**config.mk**
```make
export PLATFORM = sky130hd
export DESIGN_NAME = cpc_core
export DESIGN_NICKNAME = d
export VERILOG_FILES = /design/src/rtl/cpc_pkg.sv /design/src/rtl/cpc_core.sv
export SDC_FILE = /design/constraint.sdc
export NUM_CORES = 1
export LEC_CHECK = 0
export ABC_AREA = 0
export BUFFER_PORTS_ARGS = -buffer_cell sky130_fd_sc_hd__clkbuf_2
export CORE_AREA = 4 4 135 137
export DETAILED_ROUTE_END_ITERATION = 16
export DIE_AREA = 0 0 139 141
export SLEW_MARGIN = 10
export SYNTH_ARGS = -nofsm -noshare
export SYNTH_HDL_FRONTEND = slang
export SYNTH_SLANG_ARGS = --single-unit
```
**constraint.sdc**
```tcl
create_clock -name vclk -period 5.1
set_clock_uncertainty 0.05 [all_clocks]
set_input_delay 0.51 -clock vclk [all_inputs]
set_output_delay 0.51 -clock vclk [all_outputs]
set_load 0.005 [all_outputs]
```
**src/rtl/cpc_pkg.sv**
```systemverilog
// ----------------------------------------------------------------------------
// cpc_pkg
// Shared types, constants and helper functions for the capture pattern checker.
// ----------------------------------------------------------------------------
package cpc_pkg;

	// Check mode codes. The unused fourth code behaves as PRBS.
	typedef enum logic [1:0] {
		MODE_SAMPLE = 2'd0,
		MODE_RAMP   = 2'd1,
		MODE_PRBS   = 2'd2
	} check_mode_t;

	// Configuration register indexes.
	typedef enum logic {
		CFG_CHECK_MODE = 1'b0,
		CFG_START_SEED = 1'b1
	} cfg_index_t;

	localparam int unsigned WORD_W = 32;
	localparam int unsigned SAMPLE_W = 16;
	localparam int unsigned MODE_W = 2;
	localparam int unsigned CFG_INDEX_W = 1;

	localparam logic [WORD_W-1:0] PRBS_DEFAULT_SEED = 32'h1ace_beef;
	localparam logic [SAMPLE_W-1:0] SAMPLE_MAX = 16'd4095;
	localparam logic [WORD_W-1:0] REPORT_LIMIT = 32'd8;
	localparam logic [WORD_W-1:0] COUNT_MAX = '1;

	// Running state of the check.
	typedef struct packed {
		logic [WORD_W-1:0] expected_value;
		logic [WORD_W-1:0] position;
		logic [WORD_W-1:0] error_total;
	} check_state_t;

	// Result of one element.
	typedef struct packed {
		logic              mismatch;
		logic              report;
		logic [WORD_W-1:0] element_index;
		logic [WORD_W-1:0] expected_word;
		logic [WORD_W-1:0] error_count;
	} check_result_t;

	// One step of the shift-left LFSR with taps 31, 21, 1 and 0.
	function automatic logic [WORD_W-1:0] lfsr_advance(input logic [WORD_W-1:0] v);
		logic fb;
		fb = v[31] ^ v[21] ^ v[1] ^ v[0];
		return {v[WORD_W-2:0], fb};
	endfunction

endpackage

```
**src/rtl/cpc_core.sv**
```systemverilog
// ----------------------------------------------------------------------------
// cpc_core
// Combinational check of one element: applies a start, compares the element
// against the current mode's expectation and forms the next state.
// ----------------------------------------------------------------------------
module cpc_core
	import cpc_pkg::*;
(
	input  logic [MODE_W-1:0] check_mode,
	input  logic [WORD_W-1:0] start_seed,
	input  logic [WORD_W-1:0] data_word,
	input  logic              start_req,
	input  check_state_t      state_cur,
	output check_state_t      state_nxt,
	output check_result_t     result
);

	logic              prbs;
	logic              sample;
	logic [WORD_W-1:0] exp_base;
	logic [WORD_W-1:0] pos_base;
	logic [WORD_W-1:0] err_base;
	logic              bad;

	// A start reloads the expected value and clears the counters first.
	always_comb begin
		prbs   = check_mode[1];
		sample = (check_mode == MODE_SAMPLE);
		if (start_req) begin
			exp_base = (prbs && (start_seed == '0)) ? PRBS_DEFAULT_SEED : start_seed;
			pos_base = '0;
			err_base = '0;
		end else begin
			exp_base = state_cur.expected_value;
			pos_base = state_cur.position;
			err_base = state_cur.error_total;
		end
	end

	// Compare and advance.
	always_comb begin
		if (sample) begin
			bad = (data_word[SAMPLE_W-1:0] > SAMPLE_MAX);
			state_nxt.expected_value = exp_base;
			result.expected_word = '0;
		end else begin
			bad = (data_word != exp_base);
			state_nxt.expected_value = prbs ? lfsr_advance(exp_base) : exp_base + 1'b1;
			result.expected_word = exp_base;
		end
		state_nxt.position = pos_base + 1'b1;
		state_nxt.error_total = (bad && (err_base != COUNT_MAX)) ? err_base + 1'b1 : err_base;
		result.mismatch = bad;
		result.report = bad && (err_base < REPORT_LIMIT);
		result.element_index = pos_base;
		result.error_count = state_nxt.error_total;
	end

endmodule

```
==> results of run 1 <==
-- per-stage QoR --
stage	power, mW	worst slack [ps]	util	hold slack [ps]	cell area, sq um
2_1_floorplan	0.3016	598.7	-	1027	5329
3_3_place_gp	0.5812	677.0	0.4107	1292	7005
3_5_place_dp	0.5778	637.0	0.4107	1295	7005
4_1_cts	0.5807	619.5	0.4107	1297	7005
5_1_grt	0.6332	341.8	0.4107	1311	7005
6_report	0.5858	590.7	0.4107	1291	7005
-- how the worst max path moves through the flow --
stage / from / slack, ps / end / cells past startpoint
after floorplan: start_req / 600 / state_nxt[62] / 20
after global placement: start_seed[28] / 680 / state_nxt[90] / 14
after detailed placement: start_seed[28] / 640 / state_nxt[90] / 14
after CTS: start_seed[28] / 620 / state_nxt[90] / 14
after global routing: start_seed[7] / 340 / state_nxt[90] / 14
final: start_seed[28] / 590 / state_nxt[90] / 14
-- per-layer routing --
layer,track usage,part of all wire,vias to the layer above
li1,-,-,3636
met1,0.3157,0.39,3559
met5,0,0.00047,-
met2,0.4569,0.48,451
met3,0.04376,0.091,59
met4,0.06643,0.033,2
-- logic make-up (layout without fill, tap and decap cells) --
logic type	after synthesis	after routing	synth area share
AND/OR/NAND/NOR	434	434	0.4546
AO/OA/AOI/OAI	189	189	0.2393
buffers and inverters	113	409	0.1277
XOR/XNOR	65	65	0.1068
multiplexers	30	30	0.06457
adder cells (fa/ha/maj)	3	3	0.007045
-- placed cells by master, fill, tap and decap left out, drive strengths merged, types with 8 or more instances in the layout --
cell type and count:
o22ai 23, nand2 63, o211ai 8, and2 13
nor3 18, xor2 19, or3 12, a21oi 47
nor2 110, o31ai 16, xnor2 46, nand4 31
nor2b 51, o21ai 36, and3 8, nor4 29
or4 20, nand3 38, inv 34, mux2i 23
clkbuf 356, o21a 9, nand2b 16, buf 18
-- final cells by class --
cell class | count | area share
Inverter | 35 | 0.01875
Timing Repair Buffer | 374 | 0.2772
Tap cell | 225 | 0.04019
Multi-Input combinational cell | 721 | 0.6639
-- worst min-delay path: stages --
cell      delay (ps)
clkbuf_2          90
nand3_1           70
xnor2_1           60
clkbuf_2         100
-- power by group --
group / total, mW / internal [mW] / switching (mW)
Sequential: 0 / 0 / 0
Clock: 0 / 0 / 0
Combinational: 0.586 / 0.241 / 0.345
Total: 0.586 / 0.241 / 0.345
==> run metrics, run 1 <==
Post-route DRC 0; hold path depth 4; critical path class primary input to output pin; cell family with most CP delay simple AND/OR/NAND/NOR gates; cts repair resizes 0; IO Port Bufs 357; Netlist cell types 82; Post-Route WL 27.55 mm; Area contributors post-synth nor2_1 (7.7%), xnor2_1 (7.6%), nor2b_1 (5.9%); Via-to-Cell Ratio 5.688; worst path bufs/invs 3; Mapped Avg Cell Area 6.390 sq um; Setup crit end kind output pin; HPWL Detailed 23.21 mm; synth cell count leaders nor2_1 (109), nand2_1 (63), nor2b_1 (50), a21oi_1 (47), xnor2_1 (46); postcts setup bufs 0; CP max stage cell or3_1; sequential cell count 0; CP Data Arrival Time 3950 ps; Yosys top cell by area nor2_1; most frequent cell after synthesis nor2_1; Required @ worst endpoint 4540 ps; Area growth syn-to-layout 31.46%; number of DRC markers in iteration 0 572; sequential area share after synthesis 0; hold path start state_cur[57]; Worst VDD drop 0.04980 mV; startpoint types primary input; Slew headroom 0.4891; status finished, final reports clean; Max-cap violations 0; # setup viols final 0; Multi-input gate area 4651 sq um; top cell type's share of synthesized area 0.07678; Yosys warnings 0; GRT Util Overall 0.2548; GPL Wtd Cong 1.012; max-slew violations 0; vias 7707; Pre-antenna DRT Iters 5; Final period util 0.8842; Leak 3.147 nW; # clk buffers 0; Cell Area, Synth 5329 sq um; Hold Path End state_nxt[58]; largest net degree at the start of global routing 53; Reg area 0 sq um; vias in the first global route 7071; initial antenna violation count 1; core area 17060 sq um; net count after synthesis 1000; Period minus WS final 4509 ps; die width 139 um; layout cells sized above 1 0.3637; Initial Util 0.3124; row count 48; first-pass GRT wire length 40.59 mm; DR WL/cell 20.33 um; Power Density 83.62 nW/um^2; Worst Hold Class primary input to output pin; Nets 1298; worst path cell trace clkbuf_2, nor4_4, nand4_4, or3_1, o2bb2ai_2, inv_1, ha_1, nand2_1, nor2_1, o211ai_1, or2_4, or4b_1, o211ai_1, clkbuf_2; CP max FO 10; TNS Setup 0 ps; RSZ-0062 raised after global routing false; non-filler instance count after layout 1355; IO Count 357; Post-Synthesis Cells 834; worst slew pin tran 766.3 ps; fmax 0.2218 GHz; GRT overflow 0; antenna-violating nets left 0; Placed Instances 1355; DIE HEIGHT 141 um; number of fill cells in the layout 1930; Crit path largest cell delay 580 ps; ANT cells 0; final hold violation count 0; Die Area 19600 sq um; hold-fix buffers at CTS 0
Power figures use the tool's default switching activity.
==> run 2, diff against run 1 <==
==> constraint.sdc (replaced) <==
create_clock -name vclk -period 5.1
set_clock_uncertainty 0.05 [all_clocks]
set_input_delay 1.53 -clock vclk [all_inputs]
set_output_delay 1.53 -clock vclk [all_outputs]
set_load 0.005 [all_outputs]
==> run metrics, run 2 (synthesis gave the netlist of run 1 again) <==
Final Cell Area 10940 sq um; first-pass GRT wire length 46.02 mm; WL met1 11.87 mm; vias in the first global route 8704; TNS Setup -67350 ps; vias 9075; Slew headroom 0.5979; Initial Util 0.3124; GRT Util Overall 0.2844; hold-fix buffers at CTS 0; ANT cells 0; HPWL Detailed 24.93 mm; Reg area 0 sq um; GRT overflow 0; # setup viols final 128; Setup WS post-layout -849.8 ps; Final period util 1.167; worst path bufs/invs 5; hold path start state_cur[32]; initial antenna violation count 0; CP max FO 4; die width 139 um; status complete, but fails checks; IO Port Bufs 357; worst slew pin tran 587.9 ps; Post-Route WL 31.68 mm; number of DRC markers in iteration 0 507; beginning of the critical path start_seed[28]; Final Util 0.6415; Setup crit end kind output pin; Period minus WS final 5950 ps; Pre-antenna DRT Iters 5; core area 17060 sq um; Critical Path End state_nxt[90]; max-slew violations 0; highest routed layer met4; startpoint types primary input; largest net degree at the start of global routing 49; Area growth syn-to-layout 105.3%; Crit path largest cell delay 470 ps; failing checks setup timing; worst path cell trace buf_8, nor4_4, buf_4, nand4_4, buf_8, o31ai_4, o21ai_4, inv_2, ha_4, nand2_4, nor2_4, o211ai_1, or2_4, or4b_1, o211ai_1, clkbuf_2; layout cells sized above 1 0.6299; Max-cap violations 0; met2 WL 15.67 mm; final hold violation count 0; Required @ worst endpoint 3520 ps; Leak 5.165 nW; GPL Wtd Cong 1.027; routed length on met3 2.836 mm; Nets 1619; Worst Hold Class primary input to output pin; number of fill cells in the layout 1498; sequential cell count 0; Multi-input gate area 5832 sq um; CP Data Arrival Time 4370 ps; most frequent cells in the layout buf_4 (287), clkbuf_2 (282), nor2_1 (81); Power Density 76.87 nW/um^2; fmax 0.1681 GHz; instance count on the critical path 16; row count 48; DIE HEIGHT 141 um; Die Area 19600 sq um; Worst VDD drop 0.05466 mV; commonest non-fill, non-tap cell in the layout buf_4; critical path class primary input to output pin; Cell Area, Placed 9218 sq um; # clk buffers 0; RSZ-0062 raised after global routing true; Via-to-Cell Ratio 5.415; DR WL/cell 18.90 um; CP max stage cell or4b_1; Post-route DRC 0; antenna-violating nets left 0; IO Count 357; cell family with most CP delay simple AND/OR/NAND/NOR gates
run 2: cell count changes in the layout (fill, tap and decap cells not counted), moves of 18 or more:
cell      change
buf_6        +38
buf_2        +69
clkbuf_2     -74
nor2_2       +18
buf_4       +271
a21oi_1      -24
a21oi_2      +19
nor2_1       -27
run 2: cell type report:
cell class	instances	share of cell area
inverter	35	0.01258
tap	225	0.02573
timing repair buffer	695	0.4287
multi-input combinational	721	0.5330
run 2: per-stage QoR:
stage          instances  hold slack, ps  total power, mW  setup slack, ps
2_1_floorplan        834            3067           0.3198            -1167
3_3_place_gp        1615            3334           0.7203           -895.8
3_5_place_dp        1615            3337           0.7201           -909.4
4_1_cts             1653            3331           0.7592           -843.2
5_1_grt             1676            3356           0.8975           -968.4
6_report            1676            3334           0.8410           -849.8
run 2: timing repair:
item / in CTS / in global routing
cloned: 3 / 0
pin swaps: 58 / 66
resized for setup: 121 / 220
buffers inserted: 37 / 31
endpoints found under the hold margin: 0 / 0
setup endpoints to repair: 129 / 128
run 2: worst min-delay path by stage:
stage | endpoint | slack, ps | cells past startpoint
finish | result[64] | 3330 | 4
floorplan | state_nxt[32] | 3070 | 1
CTS | result[64] | 3330 | 4
global route | result[84] | 3360 | 3
detailed placement | result[69] | 3340 | 3
global placement | result[84] | 3330 | 3
run 2: where the power goes:
part	switching [mW]	internal, mW
sequential	0	0
combinational	0.427	0.414
clock	0	0
total	0.427	0.414
run 2: routing by layer:
metal,track usage,up-vias
met2,0.5229,518
met3,0.04512,86
met5,0,-
met1,0.3391,4204
li1,-,4267
met4,0.08754,0
==> run 3, diff against run 2 <==
--- a/config.mk
+++ b/config.mk
@@ -10,6 +10,7 @@
 export CORE_AREA = 4 4 135 137
 export DETAILED_ROUTE_END_ITERATION = 16
 export DIE_AREA = 0 0 139 141
+export RECOVER_POWER = 50
 export SLEW_MARGIN = 10
 export SYNTH_ARGS = -nofsm -noshare
 export SYNTH_HDL_FRONTEND = slang
==> run metrics, run 3 (synthesis gave the netlist of run 1 again) <==
DIE HEIGHT 141 um; status complete, but fails checks; commonest non-fill, non-tap cell in the layout buf_4; IO Port Bufs 357; final hold violation count 0; Power Density 76.62 nW/um^2; vias in the first global route 8704; antenna-violating nets left 0; fmax 0.1682 GHz; Max-cap violations 0; RSZ-0062 raised after global routing true; Net Sw Power 424.9 uW; first-pass GRT wire length 46.02 mm; Post-Route WL 31.63 mm; ANT cells 0; CP max stage cell or4b_1; GPL Wtd Cong 1.027; cell family with most CP delay simple AND/OR/NAND/NOR gates; DR WL/cell 18.87 um; worst path bufs/invs 5; Crit path largest cell delay 460 ps; instance count on the critical path 16; layout cells sized above 1 0.6147; GRT Util Overall 0.2844; power share of the clock group 0; Period minus WS final 5945 ps; worst path cell trace buf_8, nor4_4, buf_4, nand4_4, buf_8, o31ai_4, o21ai_4, inv_2, ha_4, nand2_4, nor2_4, o211ai_1, or2_4, or4b_1, o211ai_1, clkbuf_2; critical path class primary input to output pin; largest net degree at the start of global routing 49; IO Count 357; Post-route DRC 0; Setup WS post-layout -845.4 ps; Comb power frac 1.000; Required @ worst endpoint 3520 ps; initial antenna violation count 0; Final Util 0.6352; Leak 5.076 nW; Pre-antenna DRT Iters 5; number of DRC markers in iteration 0 480; P_int 405.2 uW; Worst Hold Class primary input to output pin; Die Area 19600 sq um; Final period util 1.166; startpoint types primary input; failing checks setup timing; die width 139 um; hold path depth 4; Area growth syn-to-layout 103.3%; Initial Util 0.3124; sequential cell count 0; HPWL Detailed 24.93 mm; CP Data Arrival Time 4370 ps; row count 48; max-slew violations 0; # clk buffers 0; Placed Instances 1615; CP max FO 4; Via-to-Cell Ratio 5.416; Reg area 0 sq um; vias 9078; hold-fix buffers at CTS 0; Slew headroom 0.3815; # setup viols final 137; core area 17060 sq um; sw frac 0.5119; Nets 1619; Worst VDD drop 0.05427 mV; most frequent cells in the layout buf_4 (281), clkbuf_2 (276), nor2_1 (82); non-filler instance count after layout 1676; worst slew pin tran 927.7 ps; power share of the sequential group 0; Setup crit end kind output pin; GRT overflow 0
[run 3: changes by cell type in the layout (fill, tap and decap cells not counted), sizes merged]
cell and change:
buf -10, bufbuf -1, clkbuf +8, clkdlybuf4s25 +3
[run 3: cell type report]
| class | instances | area [sq um] |
|---|---|---|
| Fill cell | 1521 | 6222 |
| Inverter | 35 | 135.1 |
| Multi-Input combinational cell | 721 | 5809 |
| Tap cell | 225 | 281.5 |
| Timing Repair Buffer | 695 | 4608 |
[run 3: through the flow]
| step | hold WS, ps | power (mW) | worst slack, ps | setup TNS [ps] | instance area [sq um] |
|---|---|---|---|---|---|
| finish | 3333 | 0.8301 | -845.4 | -74250 | 10830 |
| global route | 3356 | 0.8868 | -968.4 | -89360 | 10830 |
| detailed placement | 3337 | 0.7201 | -909.4 | -75980 | 9218 |
| floorplan | 3067 | 0.3198 | -1167 | -61830 | 5659 |
| CTS | 3331 | 0.7592 | -843.2 | -65940 | 10080 |
| global placement | 3334 | 0.7203 | -895.8 | -77200 | 9218 |
[run 3: routing by layer]
metal,up-vias,GRT usage,share of wire
li1,4274,-,-
met1,4209,0.3391,0.38
met2,507,0.5229,0.50
met3,88,0.04512,0.084
met4,0,0.08754,0.041
met5,-,0,0
[run 3: worst paths after layout]
check / slack (ps) / endpoint / startpoint
max: -850 / state_nxt[90] / start_seed[28]
min: 3330 / result[64] / state_cur[32]
[run 3: power by group through the flow]
stage	registers, mW	logic, mW	clock network, mW
2_1_floorplan	0	0.320	0
3_3_place_gp	0	0.720	0
3_5_place_dp	0	0.720	0
4_1_cts	0	0.759	0
5_1_grt	0	0.887	0
6_report	0	0.830	0
[run 3: timing repair]
| item | 4_1_cts | 5_1_grt |
|---|---|---|
| pin swaps | 58 | 66 |
| buffers inserted | 37 | 31 |
| gates cloned | 3 | 0 |
| endpoints found under the setup margin | 129 | 128 |
| resized for setup | 121 | 220 |
[run 3: worst min-delay path: cells and delay by family]
| kind | cells | cell delay [ps] |
|---|---|---|
| buffers and inverters | 3 | 250 |
| AND/OR/NAND/NOR | 1 | 80 |
